===== config.mk =====
export PLATFORM = sky130hd
export DESIGN_NAME = sine_tone_generator_glide_top_flat
export DESIGN_NICKNAME = d
export VERILOG_FILES = /design/src/stg_pkg.sv /design/src/stg_ifs.sv /design/src/sine_tone_generator_glide_top.sv /design/src/stg_front.sv /design/src/stg_queue.sv /design/src/stg_back.sv /design/src/flat_wrapper.sv
export SDC_FILE = /design/constraint.sdc
export NUM_CORES = 2
export LEC_CHECK = 0
export ABC_CLOCK_PERIOD_IN_PS = 7700
export BUFFER_PORTS_ARGS = -buffer_cell sky130_fd_sc_hd__buf_2
export CAP_MARGIN = 10
export CORE_ASPECT_RATIO = 0.7
export CORE_MARGIN = 3
export CORE_UTILIZATION = 45
export CTS_BUF_LIST = sky130_fd_sc_hd__clkbuf_4 sky130_fd_sc_hd__clkbuf_8
export CTS_CLUSTER_DIAMETER = 50
export CTS_CLUSTER_SIZE = 24
export DETAILED_ROUTE_END_ITERATION = 10
export GPL_ROUTABILITY_DRIVEN = 0
export SKIP_LAST_GASP = 1
export SLEW_MARGIN = 20
export SYNTH_ARGS = -nofsm -noshare
export SYNTH_HDL_FRONTEND = slang
export SYNTH_SLANG_ARGS = --single-unit

===== constraint.sdc =====
create_clock -name clk_i -period 7.7 [get_ports clk_i]
set_input_delay 0 -clock clk_i [delete_from_list [all_inputs] [get_ports clk_i]]
set_output_delay 0 -clock clk_i [all_outputs]
set_load 0.01 [all_outputs]

===== src/stg_pkg.sv =====
`timescale 1ns / 1ps
package stg_pkg;

  localparam int unsigned MAX_FRAMES     = 64;
  localparam int unsigned PHASE_BITS     = 32;
  localparam int unsigned SINE_ADDR_BITS = 10;

  localparam int unsigned PITCH_W  = 31;
  localparam int unsigned FRAME_W  = 7;
  localparam int unsigned GAIN_W   = 16;
  localparam int unsigned SAMPLE_W = 16;
  localparam int unsigned Q15_W    = 16;

  localparam int unsigned FCNT_W   = $clog2(MAX_FRAMES + 1);
  localparam int unsigned STEP_W   = $clog2(PITCH_W);
  localparam int unsigned QUAD_W   = SINE_ADDR_BITS - 2;
  localparam int unsigned X_SHIFT  = 15 - QUAD_W;

  localparam int unsigned QUEUE_DEPTH = 2;
  localparam int unsigned QPTR_W      = $clog2(QUEUE_DEPTH);
  localparam int unsigned QCNT_W      = $clog2(QUEUE_DEPTH + 1);

  localparam logic [Q15_W-1:0]  POLY_A      = 16'd51472;
  localparam logic [Q15_W-1:0]  POLY_B      = 16'd21165;
  localparam logic [Q15_W-1:0]  POLY_C      = 16'd2461;
  localparam logic [Q15_W-1:0]  FULL_SCALE  = 16'd32767;
  localparam logic [GAIN_W-1:0] GAIN_RESET  = 16'd32768;

  typedef struct packed {
    logic [PHASE_BITS-1:0] start_inc;
    logic [PHASE_BITS-1:0] delta;
    logic [FCNT_W-1:0]     count;
  } job_t;

  typedef enum logic [2:0] {
    FS_IDLE = 3'b001,
    FS_DIV  = 3'b010,
    FS_PUSH = 3'b100
  } front_state_e;

endpackage


===== src/stg_ifs.sv =====
`timescale 1ns / 1ps
interface stg_in_if;
  import stg_pkg::*;
  logic               valid;
  logic               ready;
  logic [PITCH_W-1:0] pitch_step;
  logic [FRAME_W-1:0] buf_frames;
  modport source (output valid, pitch_step, buf_frames, input ready);
  modport sink (input valid, pitch_step, buf_frames, output ready);
endinterface

interface stg_out_if;
  import stg_pkg::*;
  logic                       valid;
  logic                       ready;
  logic signed [SAMPLE_W-1:0] sample;
  logic                       last;
  modport source (output valid, sample, last, input ready);
  modport sink (input valid, sample, last, output ready);
endinterface

interface stg_cfg_if;
  import stg_pkg::*;
  logic              valid;
  logic              ready;
  logic [GAIN_W-1:0] volume_gain;
  modport source (output valid, volume_gain, input ready);
  modport sink (input valid, volume_gain, output ready);
endinterface


===== src/sine_tone_generator_glide_top.sv =====
`timescale 1ns / 1ps
// sine oscillator with pitch glide: each request transaction asks for one buffer of buf_frames
// samples (1..64, larger counts clamp to 64, zero is dropped) at a target phase step. the front
// end works out the per-sample glide step with a one-bit-per-cycle divider while the back end
// loads the previous buffer's job and streams it at one sample per cycle whenever the sink does
// not stall, behind a two-entry job queue and a sine/gain pipeline. volume_gain resets to unity
// (32768) and is written through the config channel, which is always ready.
module sine_tone_generator_glide_top (
  input  logic      clk_i,
  input  logic      rst_ni,
  stg_in_if.sink    req_i,
  stg_cfg_if.sink   cfg_i,
  stg_out_if.source smp_o
);
  import stg_pkg::*;

  logic [GAIN_W-1:0] gain_q;
  job_t              front_job, back_job;
  logic              front_valid, queue_ready, queue_valid, back_pop;

  assign cfg_i.ready = 1'b1;

  always_ff @(posedge clk_i or negedge rst_ni) begin
    if (!rst_ni) begin
      gain_q <= GAIN_RESET;
    end else if (cfg_i.valid) begin
      gain_q <= cfg_i.volume_gain;
    end
  end

  stg_front u_front (
    .clk_i       (clk_i),
    .rst_ni      (rst_ni),
    .req_i       (req_i),
    .job_o       (front_job),
    .job_valid_o (front_valid),
    .job_ready_i (queue_ready)
  );

  stg_queue u_queue (
    .clk_i        (clk_i),
    .rst_ni       (rst_ni),
    .push_valid_i (front_valid),
    .push_ready_o (queue_ready),
    .push_job_i   (front_job),
    .pop_valid_o  (queue_valid),
    .pop_i        (back_pop),
    .pop_job_o    (back_job)
  );

  stg_back u_back (
    .clk_i       (clk_i),
    .rst_ni      (rst_ni),
    .job_i       (back_job),
    .job_valid_i (queue_valid),
    .pop_o       (back_pop),
    .gain_i      (gain_q),
    .smp_o       (smp_o)
  );

endmodule


===== src/stg_front.sv =====
`timescale 1ns / 1ps
module stg_front (
  input  logic         clk_i,
  input  logic         rst_ni,
  stg_in_if.sink       req_i,
  output stg_pkg::job_t job_o,
  output logic         job_valid_o,
  input  logic         job_ready_i
);
  import stg_pkg::*;

  front_state_e         state_q, state_d;
  logic [PITCH_W-1:0]   prev_q, prev_d;
  logic                 has_prev_q, has_prev_d;
  logic [FCNT_W-1:0]    n_q, n_d;
  logic [PHASE_BITS-1:0] start_q, start_d;
  logic                 neg_q, neg_d;
  logic [PITCH_W-1:0]   dq_q, dq_d;
  logic [FCNT_W-1:0]    rem_q, rem_d;
  logic [STEP_W-1:0]    step_q, step_d;

  logic                 accept;
  logic [FCNT_W-1:0]    n_sat;
  logic [FCNT_W:0]      shifted;
  logic                 ge;
  logic [PHASE_BITS-1:0] q_ext;

  assign req_i.ready = (state_q == FS_IDLE);
  assign accept      = req_i.valid && req_i.ready && (req_i.buf_frames != '0);
  assign n_sat       = (32'(req_i.buf_frames) > MAX_FRAMES) ? FCNT_W'(MAX_FRAMES)
                                                            : FCNT_W'(req_i.buf_frames);
  assign shifted     = {rem_q, dq_q[PITCH_W-1]};
  assign ge          = shifted >= {1'b0, n_q};
  assign q_ext       = PHASE_BITS'(dq_q);

  assign job_valid_o     = (state_q == FS_PUSH);
  assign job_o.start_inc = start_q;
  assign job_o.delta     = neg_q ? PHASE_BITS'(~q_ext + 1'b1) : q_ext;
  assign job_o.count     = n_q;

  always_comb begin
    state_d    = state_q;
    prev_d     = prev_q;
    has_prev_d = has_prev_q;
    n_d        = n_q;
    start_d    = start_q;
    neg_d      = neg_q;
    dq_d       = dq_q;
    rem_d      = rem_q;
    step_d     = step_q;
    unique case (state_q)
      FS_IDLE: begin
        if (accept) begin
          n_d        = n_sat;
          rem_d      = '0;
          step_d     = STEP_W'(PITCH_W - 1);
          prev_d     = req_i.pitch_step;
          has_prev_d = 1'b1;
          if (has_prev_q) begin
            start_d = PHASE_BITS'(prev_q);
            neg_d   = req_i.pitch_step < prev_q;
            dq_d    = neg_d ? (prev_q - req_i.pitch_step) : (req_i.pitch_step - prev_q);
          end else begin
            start_d = PHASE_BITS'(req_i.pitch_step);
            neg_d   = 1'b0;
            dq_d    = '0;
          end
          state_d = FS_DIV;
        end
      end
      FS_DIV: begin
        rem_d  = ge ? FCNT_W'(shifted - {1'b0, n_q}) : FCNT_W'(shifted);
        dq_d   = {dq_q[PITCH_W-2:0], ge};
        step_d = step_q - 1'b1;
        if (step_q == '0) begin
          state_d = FS_PUSH;
        end
      end
      FS_PUSH: begin
        if (job_ready_i) begin
          state_d = FS_IDLE;
        end
      end
      default: state_d = FS_IDLE;
    endcase
  end

  always_ff @(posedge clk_i or negedge rst_ni) begin
    if (!rst_ni) begin
      state_q    <= FS_IDLE;
      prev_q     <= '0;
      has_prev_q <= 1'b0;
    end else begin
      state_q    <= state_d;
      prev_q     <= prev_d;
      has_prev_q <= has_prev_d;
    end
  end

  always_ff @(posedge clk_i) begin
    n_q     <= n_d;
    start_q <= start_d;
    neg_q   <= neg_d;
    dq_q    <= dq_d;
    rem_q   <= rem_d;
    step_q  <= step_d;
  end

  a_rem_below_divisor: assert property (@(posedge clk_i) disable iff (!rst_ni)
    state_q == FS_DIV |-> rem_q < n_q)
    else $error("division remainder not below frame count");

  a_div_ends_in_push: assert property (@(posedge clk_i) disable iff (!rst_ni)
    state_q == FS_DIV && step_q == '0 |=> state_q == FS_PUSH)
    else $error("division did not hand over to push");

endmodule


===== src/stg_queue.sv =====
`timescale 1ns / 1ps
module stg_queue (
  input  logic          clk_i,
  input  logic          rst_ni,
  input  logic          push_valid_i,
  output logic          push_ready_o,
  input  stg_pkg::job_t push_job_i,
  output logic          pop_valid_o,
  input  logic          pop_i,
  output stg_pkg::job_t pop_job_o
);
  import stg_pkg::*;

  job_t              mem_q [QUEUE_DEPTH];
  logic [QPTR_W-1:0] wr_ptr_q, rd_ptr_q;
  logic [QCNT_W-1:0] cnt_q;
  logic              push, pop;

  assign push_ready_o = cnt_q != QCNT_W'(QUEUE_DEPTH);
  assign pop_valid_o  = cnt_q != '0;
  assign push         = push_valid_i && push_ready_o;
  assign pop          = pop_i && pop_valid_o;
  assign pop_job_o    = mem_q[rd_ptr_q];

  always_ff @(posedge clk_i or negedge rst_ni) begin
    if (!rst_ni) begin
      wr_ptr_q <= '0;
      rd_ptr_q <= '0;
      cnt_q    <= '0;
    end else begin
      if (push) begin
        wr_ptr_q <= (wr_ptr_q == QPTR_W'(QUEUE_DEPTH - 1)) ? '0 : wr_ptr_q + 1'b1;
      end
      if (pop) begin
        rd_ptr_q <= (rd_ptr_q == QPTR_W'(QUEUE_DEPTH - 1)) ? '0 : rd_ptr_q + 1'b1;
      end
      cnt_q <= cnt_q + QCNT_W'(push) - QCNT_W'(pop);
    end
  end

  always_ff @(posedge clk_i) begin
    if (push) begin
      mem_q[wr_ptr_q] <= push_job_i;
    end
  end

  a_cnt_bounded: assert property (@(posedge clk_i) disable iff (!rst_ni)
    cnt_q <= QCNT_W'(QUEUE_DEPTH))
    else $error("queue fill count beyond depth");

  a_pop_not_empty: assert property (@(posedge clk_i) disable iff (!rst_ni)
    pop_i |-> cnt_q != '0)
    else $error("pop from empty queue");

endmodule


===== src/stg_back.sv =====
`timescale 1ns / 1ps
module stg_back (
  input  logic                      clk_i,
  input  logic                      rst_ni,
  input  stg_pkg::job_t             job_i,
  input  logic                      job_valid_i,
  output logic                      pop_o,
  input  logic [stg_pkg::GAIN_W-1:0] gain_i,
  stg_out_if.source                 smp_o
);
  import stg_pkg::*;

  localparam int unsigned PIPE_N = 6;

  logic [PHASE_BITS-1:0] phase_q, inc_q, delta_q;
  logic [FCNT_W-1:0]     remaining_q;
  logic                  load, issue, adv;

  logic [PIPE_N-1:0]     vld_q, last_q, neg_q;

  logic [SINE_ADDR_BITS-1:0] addr;
  logic [QUAD_W:0]           idx_adj;
  logic [Q15_W-1:0]          x0;

  logic [Q15_W-1:0] x1_q, x2x_q, x2_q, x3_q, x2b_q, t1_q, x4_q, t2_q;
  logic [16:0]      s_q;
  logic [17:0]      m_q;

  logic [31:0] p_xx, p_cx, p_tx;
  logic [32:0] p_sx;
  logic [33:0] p_sg;
  logic [32:0] p_mf;
  logic [17:0] mag;
  logic [Q15_W-1:0] mag_sat;

  logic                out_valid_q;
  logic [SAMPLE_W-1:0] sample_q;
  logic                out_last_q;

  assign adv   = !out_valid_q || smp_o.ready;
  assign load  = (remaining_q == '0) && job_valid_i;
  assign pop_o = load;
  assign issue = (remaining_q != '0) && adv;

  assign addr    = phase_q[PHASE_BITS-1 -: SINE_ADDR_BITS];
  assign idx_adj = addr[QUAD_W] ? ((QUAD_W+1)'(1) << QUAD_W) - {1'b0, addr[QUAD_W-1:0]}
                                : {1'b0, addr[QUAD_W-1:0]};
  assign x0      = Q15_W'({idx_adj, {X_SHIFT{1'b0}}});

  assign p_xx    = 32'(x1_q) * 32'(x1_q);
  assign p_cx    = 32'(POLY_C) * 32'(x2_q);
  assign p_tx    = 32'(t1_q) * 32'(x2b_q);
  assign p_sx    = 33'(t2_q) * 33'(x4_q);
  assign p_sg    = 34'(s_q) * 34'(gain_i);
  assign p_mf    = 33'(m_q) * 33'(FULL_SCALE);
  assign mag     = p_mf[32:15];
  assign mag_sat = (mag > 18'(FULL_SCALE)) ? FULL_SCALE : mag[Q15_W-1:0];

  always_ff @(posedge clk_i or negedge rst_ni) begin
    if (!rst_ni) begin
      phase_q     <= '0;
      inc_q       <= '0;
      delta_q     <= '0;
      remaining_q <= '0;
      vld_q       <= '0;
      out_valid_q <= 1'b0;
    end else begin
      if (load) begin
        inc_q       <= job_i.start_inc;
        delta_q     <= job_i.delta;
        remaining_q <= job_i.count;
      end else if (issue) begin
        phase_q     <= phase_q + inc_q;
        inc_q       <= inc_q + delta_q;
        remaining_q <= remaining_q - 1'b1;
      end
      if (adv) begin
        vld_q       <= {vld_q[PIPE_N-2:0], issue};
        out_valid_q <= vld_q[PIPE_N-1];
      end
    end
  end

  always_ff @(posedge clk_i) begin
    if (adv) begin
      last_q     <= {last_q[PIPE_N-2:0], remaining_q == FCNT_W'(1)};
      neg_q      <= {neg_q[PIPE_N-2:0], addr[SINE_ADDR_BITS-1]};
      x1_q       <= x0;
      x2x_q      <= x1_q;
      x2_q       <= p_xx[30:15];
      x3_q       <= x2x_q;
      x2b_q      <= x2_q;
      t1_q       <= POLY_B - p_cx[30:15];
      x4_q       <= x3_q;
      t2_q       <= POLY_A - p_tx[30:15];
      s_q        <= p_sx[31:15];
      m_q        <= p_sg[32:15];
      sample_q   <= neg_q[PIPE_N-1] ? SAMPLE_W'(~mag_sat + 1'b1) : SAMPLE_W'(mag_sat);
      out_last_q <= last_q[PIPE_N-1];
    end
  end

  assign smp_o.valid  = out_valid_q;
  assign smp_o.sample = $signed(sample_q);
  assign smp_o.last   = out_last_q;

  a_load_gives_frames: assert property (@(posedge clk_i) disable iff (!rst_ni)
    load |=> remaining_q != '0)
    else $error("job loaded without frames");

endmodule

===== src/flat_wrapper.sv =====
// flat-port wrapper written by rule: the top's interface ports become plain ports
module sine_tone_generator_glide_top_flat import stg_pkg::*;
  (clk_i, rst_ni, req_i_valid, req_i_pitch_step, req_i_buf_frames, req_i_ready, cfg_i_valid, cfg_i_volume_gain, cfg_i_ready, smp_o_valid, smp_o_sample, smp_o_last, smp_o_ready);
  stg_in_if req_i_i ();
  stg_cfg_if cfg_i_i ();
  stg_out_if smp_o_i ();
  input  logic clk_i;
  input  logic rst_ni;
  input wire logic [$bits(req_i_i.valid)-1:0] req_i_valid;
  input wire logic [$bits(req_i_i.pitch_step)-1:0] req_i_pitch_step;
  input wire logic [$bits(req_i_i.buf_frames)-1:0] req_i_buf_frames;
  output wire logic [$bits(req_i_i.ready)-1:0] req_i_ready;
  input wire logic [$bits(cfg_i_i.valid)-1:0] cfg_i_valid;
  input wire logic [$bits(cfg_i_i.volume_gain)-1:0] cfg_i_volume_gain;
  output wire logic [$bits(cfg_i_i.ready)-1:0] cfg_i_ready;
  output wire logic [$bits(smp_o_i.valid)-1:0] smp_o_valid;
  output wire logic [$bits(smp_o_i.sample)-1:0] smp_o_sample;
  output wire logic [$bits(smp_o_i.last)-1:0] smp_o_last;
  input wire logic [$bits(smp_o_i.ready)-1:0] smp_o_ready;
  assign req_i_i.valid = req_i_valid;
  assign req_i_i.pitch_step = req_i_pitch_step;
  assign req_i_i.buf_frames = req_i_buf_frames;
  assign req_i_ready = req_i_i.ready;
  assign cfg_i_i.valid = cfg_i_valid;
  assign cfg_i_i.volume_gain = cfg_i_volume_gain;
  assign cfg_i_ready = cfg_i_i.ready;
  assign smp_o_valid = smp_o_i.valid;
  assign smp_o_sample = smp_o_i.sample;
  assign smp_o_last = smp_o_i.last;
  assign smp_o_i.ready = smp_o_ready;
  sine_tone_generator_glide_top u_core (.clk_i(clk_i), .rst_ni(rst_ni), .req_i(req_i_i), .cfg_i(cfg_i_i), .smp_o(smp_o_i));
endmodule

# == Yosys cells after proc, flatten, opt, wreduce, memory -nomap -nowiden ==
# Memories as Yosys holds them, arrays and structs flattened.
# Index checks and enable logic that the tools add are counted.
# classes
addsub,16
mul,6
n_lt_le_gt_ge,4
eq_ne,8
n_mux,26
bitwise,3
reduce_logical,19
# op_table
cell,count
$mux W31,4
$mux W32,3
$add A32 B32 Y32,2
$pmux W31 S2,1
$sub A31 B31 Y31,2
$mul A17 B16 Y33,1
$mul A18 B15 Y33 const B,1
$add A32 B1 Y32 const B,1
$mux W16,2
$not A31 Y32,1
$lt A31 B31 Y1,1
$mul A16 B16 Y31,1
$mul A12 B16 Y28 const A,1
$mux W7,4
$mul A16 B9 Y25,1
$gt A18 B15 Y1 const B,1
$mul A9 B9 Y17,1
$add A16 B1 Y16 const B,1
$not A16 Y16,1
$sub A15 B13 Y16 const A,1
$sub A16 B16 Y16 const A,1
$pmux W7 S2,1
$reduce_bool A7 Y1,2
$pmux W5 S2,1
other kinds (29),46
# totals
reg_bits,412
mem_bits_rw,142
in_bits,59
output_inout_bits,20
wordCells,117
n_memories,1
# mem_list
memory,words,width,read_ports,rd_ports_with_merged_regs,write_ports,line_no,source
u_core.u_queue.mem_q,2,71,1,0,1,stg_queue.sv:14,job_t mem_q [QUEUE_DEPTH];

# == Depth between registers and ports, before layout ==
# logic_depth
depth_word,6
ltp_mapped,30
depth_no_buf,29

# == Hierarchy ==
# A second synthesis with hierarchy kept.
# unflattened
cells_unflattened,5942
area_unflattened_um2,58594.9
# by_module_without_submodules
module,n_inst,cells_each,area_per_inst_um2,seq_area_each_um2
stg_back,1,4613,43596.8,7587.3
stg_front,1,1050,8967.4,3339.5
stg_queue,1,243,5368.9,4364.2
sine_tone_generator_glide_top,1,36,661.9,401.6

# == Worst setup path before layout ==
# No wires, ideal clock.
# synth_timing
kind,register to register
startpoint,reg u_core.u_back.m_q[5]
endpoint,"reg u_core.u_back.sample_q[14] (netlist: u_core.u_back.smp_o.sample[14]), data pin"
setup_ns,0.203
t_arrival_ns,7.950
required_ns,7.497
slack_ns,-0.453
stages_incl_launch_ff,29
path_buffers,2
period_less_slack_ns,8.153
cell_sequence,edfxtp_1 fa_1 fa_1 fa_1 fa_1 fa_1 inv_1 fa_1 inv_1 ha_1 buf_6 a21o_1 a21o_1 a21o_1 a31o_1 a221oi_4 o21a_1 o21ai_0 a21boi_0 o221ai_2 buf_2 nor2_1 ha_1 o21a_1 nand3_1 nor4b_4 nand2_2 o311a_1 a2111oi_1
# synth_via
elab_chain_cells,6
# synth_lines
element,line_no,source
"start, declared",stg_back.sv:27,logic [17:0] m_q;
"start signal, assigned",stg_back.sv:97,m_q <= p_sg[32:15];
$mul A18 B15 Y33 *,stg_back.sv:55,assign p_mf = 33'(m_q) * 33'(FULL_SCALE);
$gt A18 B15 Y1,stg_back.sv:57,assign mag_sat = (mag > 18'(FULL_SCALE)) ? FULL_SCALE : mag[Q15_W-1:0];
$mux W16 *,stg_back.sv:57,
$not A16 Y16,stg_back.sv:98,sample_q <= neg_q[PIPE_N-1] ? SAMPLE_W'(~mag_sat + 1'b1) : SAMPLE_W'(mag_sat);
$add A16 B1 Y16,stg_back.sv:98,
$mux W16 *,stg_back.sv:98,
"end signal, assigned",stg_back.sv:98,
"end, declared",stg_back.sv:37,logic [SAMPLE_W-1:0] sample_q;
# Every way passes the cells marked *; elsewhere a longest branch is shown, timed or not.
# A chain may end at the register's enable or synchronous reset.

# == Final worst setup path ==
# layout_timing
startpoint,reg u_core.u_back.m_q[4]
endpoint,"reg u_core.u_back.sample_q[14] (netlist: u_core.u_back.smp_o.sample[14]), data pin"
# Same word-level chain as after synthesis.

==> results.md <==
Floorplanning
* **Starting Density** 0.4572
* **area of the core region** 0.1249 mm2
* **x dimension of the die** 431.7 um
* **Row Count** 108
* **number of I/O pins** 79
* **DIE AREA** 0.1312 mm2
* **Die H** 304.0 um

STA
* **Peak Freq** 0.1317 GHz
* **final setup violation count** 0
* **maximum clock skew at final layout** 0.04854 ns
* **final critical path time including I/O delays and setup** 7.596 ns
* **Slew @ Worst Pin** 1.056 ns
* **remaining max-slew budget at the tightest pin** 0.2962
* **Tcrit/Tclk final** 0.9865
* **final slew viol count** 0
* **RSZ-0062 raised after global routing** true
* **count of final hold-check violations** 0

Drt
* **total iterations of the first detailed-routing run** 5
* **detailed-route via count** 38890
* **Top Layer Used** met5
* **Avg Vias per Cell** 5.150
* **post-detailed-route count of antenna-violating nets** 0
* **met2 WL** 56.83 mm
* **Avg WL per Cell** 17.36 um
* **routed wl met3** 7.007 mm
* **DR DRC count** 0
* **M1 wire length** 64.37 mm
* **initial DRC count** 2446
* **Routed Wire Length** 131.1 mm

Worst setup path
* **Critical R2R Launch** u_core.u_back.m_q[4]$_DFFE_PN_
* **Critical Path AT** 8.19 ns
* **worst flop-to-flop path endpoint** u_core.u_back.smp_o.sample[14]$_DFFE_PN_
* **critical path peak fanout** 4
* **setup slack of the worst register-to-register path** 0.10 ns
* **data required time at the worst endpoint** 8.30 ns
* **FF-to-FF path depth** 29
* **critical path type** reg -> reg
* **capturing element type of the critical path** flip-flop
* **cell seen most often among critical-path stages** sky130_fd_sc_hd__fa_1
* **Critical-path top delay cell** sky130_fd_sc_hd__fa_1
* **CP peak stage delay** 0.56 ns
* **startpoint type of the worst setup path** flip-flop

Min path
* **number of stages on the worst hold path** 4
* **class of the most critical hold timing path** in -> reg
* **start point of the worst min-delay path** req_i_pitch_step[10]
* **Hold Crit Endpoint** u_core.u_front.prev_q[10]$_DFFE_PN0P_

Finish
* **synth-to-layout area growth** 9.953%
* **number of fill cells** 11550
* **share of cells above drive strength 1** 0.07918
* **filler-free cell count of the finished design** 7552
* **number of nets at the end of the flow** 7195

Yosys
* **synth unique cells** 93
* **synthesized area per cell** 10.07 um2
* **fraction of registers with async set/reset** 0.3011
* **part of the Yosys area used for sequential elements** 0.2738
* **top cell type's share of synthesized area** 0.2451
* **Synth area leaders** sky130_fd_sc_hd__fa_1 (25%), sky130_fd_sc_hd__edfxtp_1 (20%), sky130_fd_sc_hd__ha_1 (13%)
* **most area-hungry cell type in the Yosys netlist** sky130_fd_sc_hd__fa_1
* **EDFF count, synth** 383
* **netlist area before placement** 0.05708 mm2
* **flip-flop and latch count after synthesis** 548
* **Gate Count Post-Synth** 5671
* **total of warnings raised by yosys** 0
* **Post-synth top flop** sky130_fd_sc_hd__edfxtp_1

GRT
* **global router's overall resource usage** 0.2022
* **overall overflow remaining after global route** 0
* **number of global-route vias before repair** 39340
* **first-pass GRT wire length** 213.4 mm
* **maximum number of pins on one net before global-route repair** 84
* **initial antenna violation count** 5

Clock network
* **clk sink count** 548
* **clock-pin slew reported for the worst setup and hold paths after clock tree synthesis** 0.10 ns
* **TritonCTS clock tree** built
* **H-tree level count** 3
* **worst skew pair latency** 0.79 ns
* **CTS Buf Count** 69
* **clk buf depth** 3
* **clock root buffer** sky130_fd_sc_hd__clkbuf_8

Place
* **Detail Placement HPWL** 102.9 mm
* **number of port buffers** 77
* **number of placed cells counting well taps** 7297

Flow run
* **MaxCap Viol Count** 0

Outcome
* **run status** finished, final reports clean

## layout make-up
cell class / instances / area [um2] / area share
Multi-Input combinational cell: 3907 / 37200 / 0.5926
Sequential cell: 548 / 15640 / 0.2491
Inverter: 1022 / 3836 / 0.06112
Timing Repair Buffer: 293 / 2282 / 0.03636
Tap cell: 1650 / 2064 / 0.03289
Clock buffer: 73 / 998.5 / 0.01591
Clock inverter: 55 / 740.7 / 0.01180
Antenna cell: 4 / 10.01 / 0.0001595
## cell usage in the layout (no fill, tap or decap), types with 22 or more instances in the layout
cell                            count
sky130_fd_sc_hd__inv_1           1009
sky130_fd_sc_hd__fa_1             686
sky130_fd_sc_hd__nand2_1          681
sky130_fd_sc_hd__ha_1             585
sky130_fd_sc_hd__edfxtp_1         383
sky130_fd_sc_hd__and2_1           264
sky130_fd_sc_hd__o21ai_0          244
sky130_fd_sc_hd__a21oi_1          185
sky130_fd_sc_hd__dfrtp_1          161
sky130_fd_sc_hd__nor2_1           159
sky130_fd_sc_hd__xnor2_1          153
sky130_fd_sc_hd__a21o_1           122
sky130_fd_sc_hd__buf_4            120
sky130_fd_sc_hd__dlygate4sd3_1     88
sky130_fd_sc_hd__mux2i_1           86
sky130_fd_sc_hd__xor2_1            83
sky130_fd_sc_hd__buf_2             76
sky130_fd_sc_hd__clkbuf_8          73
sky130_fd_sc_hd__nor3_1            50
sky130_fd_sc_hd__nor2b_1           44
sky130_fd_sc_hd__o21a_1            34
sky130_fd_sc_hd__a211oi_1          32
sky130_fd_sc_hd__nand2b_1          32
sky130_fd_sc_hd__nand3_1           31
sky130_fd_sc_hd__mux2_2            31
sky130_fd_sc_hd__or3_1             25
sky130_fd_sc_hd__o21bai_1          24
sky130_fd_sc_hd__nand4_1           22
sky130_fd_sc_hd__and3_1            22
## stage by stage
| step | TNS (ns) | hold slack, ns | worst slack [ns] | area, um2 | utilization |
|---|---|---|---|---|---|
| finish | 0 | 0.09215 | 0.1042 | 62770 | 0.5027 |
| global route | -0.5881 | 0.04024 | -0.2315 | 62760 | 0.5027 |
| CTS | 0 | 0.002398 | 0.003650 | 62250 | 0.4985 |
| detailed placement | -0.1201 | 0.0009688 | -0.1201 | 59560 | 0.4770 |
| global placement | 0 | -0.001430 | 0.01587 | 59560 | 0.4770 |
| floorplan | 0 | -0.2956 | 0.005447 | 57140 | - |
## how the worst max path moves through the flow
stage	startpoint	to	slack, ns	cells past startpoint
after floorplan	u_core.u_back.m_q[12]$_DFFE_PN_	u_core.u_back.smp_o.sample[14]$_DFFE_PN_	0.005	28
after global placement	u_core.u_back.m_q[8]$_DFFE_PN_	u_core.u_back.smp_o.sample[14]$_DFFE_PN_	0.02	28
after detailed placement	u_core.u_back.m_q[9]$_DFFE_PN_	u_core.u_back.smp_o.sample[14]$_DFFE_PN_	-0.12	29
after CTS	u_core.u_back.m_q[8]$_DFFE_PN_	u_core.u_back.smp_o.sample[14]$_DFFE_PN_	0.004	28
after global routing	u_core.u_back.m_q[4]$_DFFE_PN_	u_core.u_back.smp_o.sample[14]$_DFFE_PN_	-0.23	29
final	u_core.u_back.m_q[4]$_DFFE_PN_	u_core.u_back.smp_o.sample[14]$_DFFE_PN_	0.10	29
## synthesized netlist by cell type, types with 7 or more instances
cell type,n
sky130_fd_sc_hd__a211o_1,8
sky130_fd_sc_hd__edfxtp_1,383
sky130_fd_sc_hd__o31ai_1,20
sky130_fd_sc_hd__or3_1,25
sky130_fd_sc_hd__clkbuf_1,177
sky130_fd_sc_hd__nand3b_1,11
sky130_fd_sc_hd__nand2_1,683
sky130_fd_sc_hd__o22ai_1,15
sky130_fd_sc_hd__buf_2,8
sky130_fd_sc_hd__o21ai_0,246
sky130_fd_sc_hd__a221oi_1,7
sky130_fd_sc_hd__nor2_1,163
sky130_fd_sc_hd__o21bai_1,24
sky130_fd_sc_hd__and2_1,264
sky130_fd_sc_hd__xnor2_1,153
sky130_fd_sc_hd__nor2b_1,45
sky130_fd_sc_hd__xor2_1,84
sky130_fd_sc_hd__a31oi_1,21
sky130_fd_sc_hd__a21o_1,122
sky130_fd_sc_hd__nand3_1,33
sky130_fd_sc_hd__o21ai_1,8
sky130_fd_sc_hd__a21oi_1,186
sky130_fd_sc_hd__buf_1,15
sky130_fd_sc_hd__mux2_2,31
sky130_fd_sc_hd__inv_1,1022
sky130_fd_sc_hd__a211oi_1,32
sky130_fd_sc_hd__fa_1,699
sky130_fd_sc_hd__o211ai_1,17
sky130_fd_sc_hd__and3_1,23
sky130_fd_sc_hd__nand4_1,22
sky130_fd_sc_hd__mux2i_1,86
sky130_fd_sc_hd__o41ai_1,12
sky130_fd_sc_hd__nor3_1,52
sky130_fd_sc_hd__or2_2,13
sky130_fd_sc_hd__o21a_1,34
sky130_fd_sc_hd__nand2b_1,35
sky130_fd_sc_hd__dfrtp_1,163
sky130_fd_sc_hd__o31a_1,7
sky130_fd_sc_hd__ha_1,596
## kinds of logic (layout without fill, tap and decap cells)
group | after synthesis | in the layout | share of synthesized area
buffers and inverters | 1224 | 1443 | 0.08086
adders and majority gates | 1295 | 1295 | 0.3758
other | 2 | 14 | 0.0001316
AOI/OAI and AO/OA | 848 | 848 | 0.09574
muxes | 117 | 117 | 0.02119
xor gates and xnor gates | 237 | 237 | 0.03636
DFF | 548 | 548 | 0.2738
and+or+nand+nor | 1400 | 1400 | 0.1161
## registers in the layout, summed over array words and instances, names as in the netlist, 7 cells and up
register	count
u_core.u_queue.mem_q	140
u_core.u_back.delta_q	32
u_core.u_back.inc_q	32
u_core.u_back.phase_q	32
u_core.u_front.dq_q	31
u_core.u_front.prev_q	31
u_core.u_front.start_q	31
u_core.u_back.m_q	18
u_core.u_back.s_q	17
u_core.gain_q	16
u_core.u_back.smp_o.sample	16
u_core.u_back.t2_q	16
u_core.u_back.t1_q	15
u_core.u_back.x2_q	15
u_core.u_back.x2b_q	15
u_core.u_back.x1_q	9
u_core.u_back.x2x_q	9
u_core.u_back.x3_q	9
u_core.u_back.x4_q	9
u_core.u_back.remaining_q	7
u_core.u_front.n_q	7
u_core.u_front.rem_q	7
## critical path, delay by kind of cell, from the launching register on
family	cells	cell delay (ns)
fa+ha+maj	8	3.42
compound gates	11	2.43
simple gates	5	0.74
flops	1	0.46
buf+inv	5	0.35
## timing repair
action,CTS,global route
endpoints found under the hold margin,230,0
buffers inserted,3,31
pin swaps,3,61
gates resized for setup,3,57
endpoints found under the setup margin,1,6
hold buffers,89,0
## metal layers
metal / GRT usage / vias to the layer above
met5: 0 / -
met4: 0.04577 / 2
met3: 0.03749 / 153
met2: 0.3018 / 779
met1: 0.3050 / 19230
li1: - / 18730
Power is left out: the tool's default activity adds up to more than one toggle a clock period on the data nets, which glitch-free logic cannot reach.
